`config.mk`:
```
export PLATFORM = sky130hd
export DESIGN_NAME = trial_division_prime_test_unit
export DESIGN_NICKNAME = d
export VERILOG_FILES = /design/src/rtl/core/tdpt_pkg.sv /design/src/rtl/core/tdpt_divider.sv /design/src/rtl/core/tdpt_datapath.sv /design/src/rtl/core/tdpt_ctrl.sv /design/src/rtl/core/trial_division_prime_test_unit.sv
export SDC_FILE = /design/constraint.sdc
export NUM_CORES = 1
export LEC_CHECK = 0
export BUFFER_PORTS_ARGS = -buffer_cell sky130_fd_sc_hd__buf_2
export CAP_MARGIN = 20
export CORE_MARGIN = 4
export CORE_UTILIZATION = 45
export CTS_BUF_LIST = sky130_fd_sc_hd__clkbuf_16
export DETAILED_ROUTE_END_ITERATION = 16
export SLEW_MARGIN = 10
export SYNTH_ARGS = -nofsm -noshare
export SYNTH_HDL_FRONTEND = slang
export SYNTH_HIERARCHICAL = 1
export SYNTH_SLANG_ARGS = --single-unit
```
`constraint.sdc`:
```
create_clock -name clk_i -period 10.8 [get_ports clk_i]
set_clock_uncertainty 0.2 [all_clocks]
set_input_delay 1.62 -clock clk_i [delete_from_list [all_inputs] [get_ports clk_i]]
set_output_delay 1.62 -clock clk_i [all_outputs]
set_load 0.005 [all_outputs]
```
`src/rtl/core/tdpt_pkg.sv`:
```
// Package for the trial-division prime test unit.
// Holds widths, candidate constants, controller states and the command/status structs.
// No dependencies.
package tdpt_pkg;

  // Width of the tested value and of the number port
  localparam int VALUE_WIDTH  = 32;
  localparam int NUMBER_WIDTH = 32;

  // Candidate i stays below 2^(VALUE_WIDTH/2) + CAND_STEP
  localparam int IDX_WIDTH = (VALUE_WIDTH + 1) / 2 + 2;
  // i*i tracked with headroom for the final overshoot
  localparam int SQ_WIDTH  = VALUE_WIDTH + 2;
  localparam int CNT_WIDTH = $clog2(VALUE_WIDTH + 1);

  localparam int FIRST_CAND = 5;
  localparam int CAND_STEP  = 6;
  localparam int RES_MOD    = 6;
  // (i+6)^2 - i^2 = 12*i + 36
  localparam int SQ_STEP_CONST = CAND_STEP * CAND_STEP;

  typedef enum logic [2:0] {
    ST_IDLE,
    ST_MOD6,
    ST_TEST,
    ST_DIV,
    ST_FINISH
  } state_e;

  typedef struct packed {
    logic load;       // capture the number
    logic div_start;  // start both remainder units
    logic iter_init;  // i = 5, i*i = 25
    logic iter_step;  // i += 6, i*i updated
  } dp_cmd_t;

  typedef struct packed {
    logic div_busy;
    logic small_prime;  // two or three
    logic small_comp;   // one or four
    logic coprime6;     // n mod 6 is 1 or 5
    logic sq_gt_n;      // i*i > n, no divisor left to try
    logic div_lo_zero;
    logic div_hi_zero;
  } dp_status_t;

endpackage

```
`src/rtl/core/tdpt_divider.sv`:
```
// Restoring remainder unit: one quotient bit per cycle.
// Depends on tdpt_pkg.
module tdpt_divider (
  input  logic                            clk_i,
  input  logic                            rst_ni,
  input  logic                            start_i,
  input  logic [tdpt_pkg::VALUE_WIDTH-1:0] dividend_i,
  input  logic [tdpt_pkg::VALUE_WIDTH-1:0] divisor_i,
  output logic                            busy_o,
  output logic [tdpt_pkg::VALUE_WIDTH-1:0] rem_o
);

  localparam int W  = tdpt_pkg::VALUE_WIDTH;
  localparam int CW = tdpt_pkg::CNT_WIDTH;

  logic          busy_q, busy_d;
  logic [CW-1:0] cnt_q, cnt_d;
  logic [W-1:0]  dvd_q, dvd_d;
  logic [W-1:0]  dvs_q, dvs_d;
  logic [W-1:0]  rem_q, rem_d;
  logic [W:0]    trial;
  logic [W:0]    diff;

  assign trial = {rem_q, dvd_q[W-1]};
  assign diff  = trial - {1'b0, dvs_q};

  always_comb begin
    busy_d = busy_q;
    cnt_d  = cnt_q;
    dvd_d  = dvd_q;
    dvs_d  = dvs_q;
    rem_d  = rem_q;
    if (start_i) begin
      busy_d = 1'b1;
      cnt_d  = CW'(W);
      dvd_d  = dividend_i;
      dvs_d  = divisor_i;
      rem_d  = '0;
    end else if (busy_q) begin
      // borrow out means the trial value was below the divisor
      rem_d = diff[W] ? trial[W-1:0] : diff[W-1:0];
      dvd_d = {dvd_q[W-2:0], 1'b0};
      cnt_d = cnt_q - CW'(1);
      if (cnt_q == CW'(1)) begin
        busy_d = 1'b0;
      end
    end
  end

  always_ff @(posedge clk_i or negedge rst_ni) begin
    if (!rst_ni) begin
      busy_q <= 1'b0;
      cnt_q  <= '0;
    end else begin
      busy_q <= busy_d;
      cnt_q  <= cnt_d;
    end
  end

  always_ff @(posedge clk_i) begin
    dvd_q <= dvd_d;
    dvs_q <= dvs_d;
    rem_q <= rem_d;
  end

  assign busy_o = busy_q;
  assign rem_o  = rem_q;

endmodule

```
`src/rtl/core/tdpt_datapath.sv`:
```
// Datapath: held number, candidate i, running i*i and two remainder units for i and i+2.
// Depends on tdpt_pkg and tdpt_divider.
module tdpt_datapath (
  input  logic                             clk_i,
  input  logic                             rst_ni,
  input  logic [tdpt_pkg::NUMBER_WIDTH-1:0] number_i,
  input  tdpt_pkg::dp_cmd_t                cmd_i,
  output tdpt_pkg::dp_status_t             status_o
);

  localparam int W  = tdpt_pkg::VALUE_WIDTH;
  localparam int IW = tdpt_pkg::IDX_WIDTH;
  localparam int SW = tdpt_pkg::SQ_WIDTH;

  logic [W-1:0]  n_q, n_d;
  logic [IW-1:0] i_q, i_d;
  logic [SW-1:0] sq_q, sq_d;
  logic [W-1:0]  div_lo_dvs, div_hi_dvs;
  logic [W-1:0]  rem_lo, rem_hi;
  logic          busy_lo, busy_hi;

  // n mod 3 by folding: every even power of two is 1 mod 3, so halves add up
  function automatic logic [1:0] mod3(input logic [W-1:0] v);
    logic [63:0] x;
    logic [32:0] s1;
    logic [17:0] s2;
    logic [10:0] s3;
    logic [6:0]  s4;
    logic [4:0]  s5;
    logic [3:0]  s6;
    x  = 64'(v);
    s1 = {1'b0, x[63:32]} + {1'b0, x[31:0]};
    s2 = 18'(s1[32:16]) + 18'(s1[15:0]);
    s3 = 11'(s2[17:8]) + 11'(s2[7:0]);
    s4 = 7'(s3[10:6]) + 7'(s3[5:0]);
    s5 = 5'(s4[6:4]) + 5'(s4[3:0]);
    s6 = 4'(s5[4:2]) + 4'(s5[1:0]);
    if (s6 >= 4'd6) s6 = s6 - 4'd6;
    if (s6 >= 4'd3) s6 = s6 - 4'd3;
    return s6[1:0];
  endfunction

  always_comb begin
    n_d  = n_q;
    i_d  = i_q;
    sq_d = sq_q;
    if (cmd_i.load) begin
      n_d = W'(number_i);
    end
    if (cmd_i.iter_init) begin
      i_d  = IW'(tdpt_pkg::FIRST_CAND);
      sq_d = SW'(tdpt_pkg::FIRST_CAND * tdpt_pkg::FIRST_CAND);
    end else if (cmd_i.iter_step) begin
      i_d  = i_q + IW'(tdpt_pkg::CAND_STEP);
      sq_d = sq_q + SW'({i_q, 3'b000}) + SW'({i_q, 2'b00})
           + SW'(tdpt_pkg::SQ_STEP_CONST);
    end
  end

  always_ff @(posedge clk_i) begin
    n_q  <= n_d;
    i_q  <= i_d;
    sq_q <= sq_d;
  end

  assign div_lo_dvs = W'(i_q);
  assign div_hi_dvs = W'(i_q) + W'(2);

  tdpt_divider u_div_lo (
    .clk_i      (clk_i),
    .rst_ni     (rst_ni),
    .start_i    (cmd_i.div_start),
    .dividend_i (n_q),
    .divisor_i  (div_lo_dvs),
    .busy_o     (busy_lo),
    .rem_o      (rem_lo)
  );

  tdpt_divider u_div_hi (
    .clk_i      (clk_i),
    .rst_ni     (rst_ni),
    .start_i    (cmd_i.div_start),
    .dividend_i (n_q),
    .divisor_i  (div_hi_dvs),
    .busy_o     (busy_hi),
    .rem_o      (rem_hi)
  );

  always_comb begin
    status_o.div_busy    = busy_lo | busy_hi;
    status_o.small_prime = (n_q == W'(2)) || (n_q == W'(3));
    status_o.small_comp  = (n_q == W'(1)) || (n_q == W'(4));
    // odd and not a multiple of three
    status_o.coprime6    = n_q[0] && (mod3(n_q) != 2'd0);
    status_o.sq_gt_n     = sq_q > SW'(n_q);
    status_o.div_lo_zero = (rem_lo == '0);
    status_o.div_hi_zero = (rem_hi == '0);
  end

endmodule

```
`src/rtl/core/tdpt_ctrl.sv`:
```
// Controller FSM: sequences the mod-6 screen and the candidate loop, holds the output register.
// Depends on tdpt_pkg.
module tdpt_ctrl (
  input  logic                 clk_i,
  input  logic                 rst_ni,
  input  logic                 in_valid_i,
  output logic                 in_ready_o,
  output logic                 out_valid_o,
  input  logic                 out_ready_i,
  output logic                 is_prime_o,
  output tdpt_pkg::dp_cmd_t    cmd_o,
  input  tdpt_pkg::dp_status_t status_i
);

  tdpt_pkg::state_e state_q, state_d;
  logic res_q, res_d;
  logic out_valid_q, out_valid_d;
  logic is_prime_q, is_prime_d;
  logic out_load;

  always_comb begin
    state_d    = state_q;
    res_d      = res_q;
    cmd_o      = '0;
    in_ready_o = 1'b0;
    out_load   = 1'b0;
    unique case (state_q)
      tdpt_pkg::ST_IDLE: begin
        in_ready_o = 1'b1;
        if (in_valid_i) begin
          cmd_o.load = 1'b1;
          state_d    = tdpt_pkg::ST_MOD6;
        end
      end
      tdpt_pkg::ST_MOD6: begin
        if (status_i.small_prime) begin
          res_d   = 1'b1;
          state_d = tdpt_pkg::ST_FINISH;
        end else if (status_i.small_comp || !status_i.coprime6) begin
          res_d   = 1'b0;
          state_d = tdpt_pkg::ST_FINISH;
        end else begin
          cmd_o.iter_init = 1'b1;
          state_d         = tdpt_pkg::ST_TEST;
        end
      end
      tdpt_pkg::ST_TEST: begin
        if (status_i.sq_gt_n) begin
          res_d   = 1'b1;
          state_d = tdpt_pkg::ST_FINISH;
        end else begin
          cmd_o.div_start = 1'b1;
          state_d         = tdpt_pkg::ST_DIV;
        end
      end
      tdpt_pkg::ST_DIV: begin
        if (!status_i.div_busy) begin
          if (status_i.div_lo_zero || status_i.div_hi_zero) begin
            res_d   = 1'b0;
            state_d = tdpt_pkg::ST_FINISH;
          end else begin
            cmd_o.iter_step = 1'b1;
            state_d         = tdpt_pkg::ST_TEST;
          end
        end
      end
      tdpt_pkg::ST_FINISH: begin
        // wait for the output register to free up
        if (!out_valid_q || out_ready_i) begin
          out_load = 1'b1;
          state_d  = tdpt_pkg::ST_IDLE;
        end
      end
      default: begin
        state_d = tdpt_pkg::ST_IDLE;
      end
    endcase
  end

  always_comb begin
    out_valid_d = out_valid_q;
    is_prime_d  = is_prime_q;
    if (out_load) begin
      out_valid_d = 1'b1;
      is_prime_d  = res_q;
    end else if (out_ready_i) begin
      out_valid_d = 1'b0;
    end
  end

  always_ff @(posedge clk_i or negedge rst_ni) begin
    if (!rst_ni) begin
      state_q     <= tdpt_pkg::ST_IDLE;
      out_valid_q <= 1'b0;
    end else begin
      state_q     <= state_d;
      out_valid_q <= out_valid_d;
    end
  end

  always_ff @(posedge clk_i) begin
    res_q      <= res_d;
    is_prime_q <= is_prime_d;
  end

  assign out_valid_o = out_valid_q;
  assign is_prime_o  = is_prime_q;

endmodule

```
`src/rtl/core/trial_division_prime_test_unit.sv`:
```
// Trial-division prime test unit: top level joining controller and datapath.
// Depends on tdpt_pkg, tdpt_ctrl, tdpt_datapath.
//
// Tests a 32-bit unsigned number for primality and returns one is_prime bit per number.
// One number is in flight at a time; the next is taken as soon as the result has been
// written to the output register, even if that result has not yet been transferred.
// From the input transfer to out_valid, with W = 32 value bits: numbers 0..4 and numbers
// screened out by the mod-6 test, which is combinational, go straight to the finish
// state; otherwise the unit tries the candidate pairs (i, i+2), i = 5, 11, 17, ...,
// until a divisor turns up or, for a prime, until i*i exceeds the number: up to about
// sqrt(n) / 6 pairs. Each pair costs one pass of the two bit-serial remainder units,
// which work on i and i+2 side by side, one bit per cycle, plus a check of the i*i
// bound. A stalled output adds its stall.
module trial_division_prime_test_unit (
  input  logic                             clk_i,
  input  logic                             rst_ni,
  input  logic                             in_valid_i,
  output logic                             in_ready_o,
  input  logic [tdpt_pkg::NUMBER_WIDTH-1:0] number_i,
  output logic                             out_valid_o,
  input  logic                             out_ready_i,
  output logic                             is_prime_o
);

  tdpt_pkg::dp_cmd_t    cmd;
  tdpt_pkg::dp_status_t status;

  tdpt_ctrl u_ctrl (
    .clk_i       (clk_i),
    .rst_ni      (rst_ni),
    .in_valid_i  (in_valid_i),
    .in_ready_o  (in_ready_o),
    .out_valid_o (out_valid_o),
    .out_ready_i (out_ready_i),
    .is_prime_o  (is_prime_o),
    .cmd_o       (cmd),
    .status_i    (status)
  );

  tdpt_datapath u_dp (
    .clk_i    (clk_i),
    .rst_ni   (rst_ni),
    .number_i (number_i),
    .cmd_i    (cmd),
    .status_o (status)
  );

endmodule

```
* After elaboration in Yosys (flattened, before gate mapping) *
Index checks and enable logic that the tools add are counted.

word-level totals
  register bits after elaboration = 282
  input port bits = 36
  output and inout port bits = 3
  logic and storage cells = 118

operators by class
  add/sub/neg operators = 16
  magnitude comparators = 3
  equality and inequality tests = 16
  multiplexer cells = 47
  bitwise gates (word level) = 1
  reduce and logical (&&, ||, !) cells = 18

operator list
  operator                                                                 number
  32-bit two-way mux                                                       6
  32-bit by 2-bit equality test with 1-bit output (second input constant)  2
  32-bit logical NOT                                                       2
  34-bit by 20-bit adder with 34-bit output                                1
  34-bit by 21-bit adder with 34-bit output                                1
  34-bit by 6-bit adder with 34-bit output (second input constant)         1
  34-bit by 32-bit > comparator with 1-bit output                          1
  33-bit by 18-bit subtractor with 33-bit output                           1
  33-bit by 32-bit subtractor with 33-bit output                           1
  32-bit by 1-bit equality test with 1-bit output (second input constant)  1
  32-bit by 3-bit equality test with 1-bit output (second input constant)  1
  1-bit two-way mux                                                        26
  6-bit two-way mux                                                        4
  3-bit two-way mux                                                        7
  18-bit by 2-bit adder with 19-bit output (second input constant)         1
  18-bit by 3-bit adder with 18-bit output (second input constant)         1
  16-bit by 16-bit adder with 17-bit output                                1
  3-bit case mux with 5 select lines                                       1
  6-bit by 1-bit equality test with 1-bit output (second input constant)   2
  6-bit by 1-bit subtractor with 6-bit output (second input constant)      2
  10-bit by 8-bit adder with 11-bit output                                 1
  2-bit nonzero test                                                       4
  5-bit by 6-bit adder with 7-bit output                                   1
  3-bit by 2-bit equality test with 1-bit output (second input constant)   2
  other kinds (22)                                                         30

* Depth between registers and ports, before layout *
  depth in word-level cells = 16
  gate-level depth with buffers = 44
  gate-level depth less buffers = 43

* Hierarchy *
Netlist, hierarchy kept.

modules (own cells, without submodules)
  module         times used  cells each  area each (sq um)  seq. area each (sq um)
  tdpt_divider   2           583         5870.6             2737.6
  tdpt_datapath  1           833         7455.9             1921.8
  tdpt_ctrl      1           37          366.6              160.2

* Least setup slack after synthesis *
No wires, ideal clock.

  path kind = reg2reg
  start = register u_dp.n_q[0]
  end = register u_dp.i_q[1]
  library setup time = 128 ps
  data arrival time = 7482 ps
  path slack = 2990 ps
  cell stages (with the launch flop) = 44
  path buffers = 3
  clock period less this slack = 7810 ps
  cells stage by stage = edfxtp_1 > ha_1 > inv_1 > fa_1 > nor2b_1 > o31a_1 > o31ai_2 > xnor2_1 > ha_1 > inv_1 > fa_1 > nor2b_1 > o21ai_0 > a21boi_0 > o21ai_0 > nor2b_1 > xnor2_1 > ha_1 > [8 not listed] > fa_1 > xnor2_1 > ha_1 > inv_1 > fa_1 > nor3_1 > a21oi_1 > o22ai_1 > ha_1 > nor2b_1 > o21ai_0 > o311a_1 > nand4bb_1 > nor3_2 > clkbuf_1 > clkbuf_1 > buf_1 > nor2_1

RTL lines
  what                      RTL line             text
  start: declaration        tdpt_datapath.sv:15  logic [W-1:0] n_q, n_d;
  start signal: assignment  tdpt_datapath.sv:61  n_q <= n_d;
  end signal: assignment    tdpt_datapath.sv:62  i_q <= i_d;
  end: declaration          tdpt_datapath.sv:16  logic [IW-1:0] i_q, i_d;

==> results.ini <==
[outcome]
status=finished clean

[finish]
area_growth_pct=9.55
nFillCells=4062
fin_nets=2315
n_antenna_cell=0
final_area_um2=21400
layout-drive-gt1-share=0.100

[drt]
initialDrtViolationCount=1023
vias=14844
dr.pass1.iters=5
drc=0
viasPerCell=5.54
totalWireLength_um=45400
routedWlPerCell_um=17.0
ant_nets=0

[synth]
synth_area_per_cell_um2=9.61
ys_async_sr_fraction=0.0616
ys_ff_latch=292
synth.top_cell.area_share=0.249
synth_top_cell_by_area=edfxtp_1
ys_seq_area_frac=0.386
ys_top_cells_by_area=edfxtp_1 25%, ha_1 12%, dfxtp_1 11%
synth_edf_count=162
yosys_warnings=6
synthCells=2036
syn_area_um2=19600
synthFlopType=edfxtp_1
synth.distinct_cells=92

[clock_tree]
h-tree-depth=2
cts_tree=done
post-cts-setup-buffers=0
clkSinkCount=292
hold_buffers=0
cts.reportedPaths.clkPinSlew_ps=60
cts_root_buffer=clkbuf_16
cts_max_path_buffers=3
cts-resized-gates=0
cts_inserted_buffers=35
clk_latency_ps=560

[worst_setup_path]
path_class=register to register
worstPathArrival_ps=8960
path_max_fanout=56
crit_path_top_delay_cell=buf_4
critPathMaxStageDelay_ps=520
worst_r2r_endpoint=u_dp/sq_q[24]
startpoint=u_dp/n_q[16]
crit_path_start_kind=register
rr_worst_depth=44
endpoint_kind=register
path_common_cell=ha_1
crit_required_ps=11010
rr_startpoint=u_dp/n_q[16]
reg2reg_slack_ps=2050

[placed_design]
placed_area_um2=20400
gp_congestion=0.879
port_buffers=38
place_ws_ps=2110
dp_hpwl_um=32600

[sta]
setup_ws_ps=2050
fmax_mhz=114
hold_viol_final=0
timing.final.crit_share=0.810
slew_headroom=0.393
setup_tns_ps=0
rsz0062_at_grt=false
layout_min_cycle_time_ps=8750
tightest_slew_ps=910
slew_violations=0
finalSetupViolCount=0

[run]
maxCapViolCount=0

[floorplanning]
rows=76
coreArea_um2=43000
dieArea_um2=46900
die_y_um=217
chipWidth_um=217
num_io_pins=39
initial_core_util=0.455

[global_routing]
grt.total_usage=0.196
grt_overflow=0
antenna_found_initial=0
grt_pass1_vias=14636
grt_pass1_wl_um=75900
grt_max_degree=136

[hold_path]
hold_class=register to register
hold_start=u_ctrl/res_q
min_to=u_ctrl/is_prime_o
min_path_cells=0

-- layout by cell type, fill, tap and decap left out, types with 19 or more instances in the layout --
| cell | count |
|---|---|
| a21oi_1 | 128 |
| a21o_1 | 61 |
| nor2b_1 | 33 |
| xnor2_1 | 75 |
| nand4_1 | 26 |
| ha_1 | 186 |
| nor4_1 | 30 |
| nor3_1 | 36 |
| mux2_2 | 70 |
| nor2_1 | 159 |
| edfxtp_1 | 162 |
| inv_1 | 159 |
| a311oi_1 | 50 |
| buf_2 | 38 |
| nand3_1 | 40 |
| fa_1 | 24 |
| o211ai_1 | 21 |
| xor2_1 | 45 |
| o21ai_0 | 64 |
| nand2b_1 | 24 |
| dfxtp_1 | 112 |
| a31oi_1 | 19 |
| nand2_1 | 203 |
| clkbuf_16 | 36 |
| conb_1 | 29 |
-- routing by layer --
layer | wire (um) | track usage
met1 | 21500 | 0.266
met2 | 20700 | 0.317
met3 | 1810 | 0.0300
met4 | 1450 | 0.0715
met5 | 0 | 0
-- cells by family (layout without fill, tap and decap cells) --
logic type,after synthesis,count (layout),synth area share
and+or+nand+nor,633,633,0.156
buffers and inverters,231,264,0.0471
xor gates and xnor gates,124,124,0.0570
DFF,292,292,0.386
other,2,29,0.000384
muxes,78,78,0.0444
adders and majority gates,210,210,0.144
AOI/OAI and AO/OA,466,466,0.166
-- registers in the layout, indices dropped and copies added, names as in the netlist --
signal / cells
u_dp/n_q: 32
u_dp/u_div_hi/dvd_q: 32
u_dp/u_div_hi/dvs_q: 32
u_dp/u_div_hi/rem_o: 32
u_dp/u_div_lo/dvd_q: 32
u_dp/u_div_lo/dvs_q: 32
u_dp/u_div_lo/rem_o: 32
u_dp/sq_q: 31
u_dp/i_q: 17
u_dp/u_div_hi/cnt_q: 6
u_dp/u_div_lo/cnt_q: 6
u_ctrl/state_q: 3
u_ctrl/is_prime_o: 1
u_ctrl/out_valid_o: 1
u_ctrl/res_q: 1
u_dp/u_div_hi/busy_o: 1
u_dp/u_div_lo/busy_o: 1
-- worst max path at each step --
| stage | endpoint | slack, ps | depth (start not counted) |
|---|---|---|---|
| finish | u_dp/sq_q[24] | 2050 | 44 |
| global route | u_dp/sq_q[24] | 1200 | 44 |
| CTS | u_dp/sq_q[24] | 2080 | 44 |
| detailed placement | u_dp/sq_q[24] | 2110 | 44 |
| global placement | u_dp/sq_q[24] | 2430 | 44 |
| floorplan | u_dp/i_q[1] | 2990 | 43 |
-- through the flow --
stage                util  hold WS, ps  cells
detailed placement  0.474          226   2617
floorplan               -          200   2063
global placement    0.474          225   2617
CTS                 0.499          238   2681
finish              0.499          229   2681
global route        0.499          248   2681
-- critical path: cells and delay by family, from the launching register on --
kind	cells	cell delay, ps
XOR/XNOR	4	660
adder cells (fa/ha/maj)	11	2960
flip-flops	1	490
AND/OR/NAND/NOR	11	1460
buffers and inverters	6	810
AO/OA/AOI/OAI	12	1970
-- Yosys cell counts, types with 19 or more instances --
cell type  count
mux2_2        70
a311oi_1      50
nor2b_1       33
a21o_1        61
o211ai_1      21
fa_1          24
edfxtp_1     162
nand2b_1      24
xor2_1        45
nand3_1       40
nor3_1        37
nor2_1       160
a31oi_1       19
inv_1        150
dfxtp_1      112
a21oi_1      128
ha_1         186
nand2_1      203
xnor2_1       75
o21ai_0       64
nand4_1       26
nor4_1        30
clkbuf_1      58
-- cell type report --
class	instances	area, um^2	share of cell area
Multi-Input combinational cell	1540	11200	0.523
Clock buffer	36	901	0.0420
Tap cell	585	732	0.0342
Clock inverter	28	179	0.00835
Timing Repair Buffer	50	293	0.0137
Inverter	150	563	0.0263
Sequential cell	292	7560	0.353
Power is left out: the tool's default activity adds up to more than one toggle a clock period on the data nets, which glitch-free logic cannot reach.
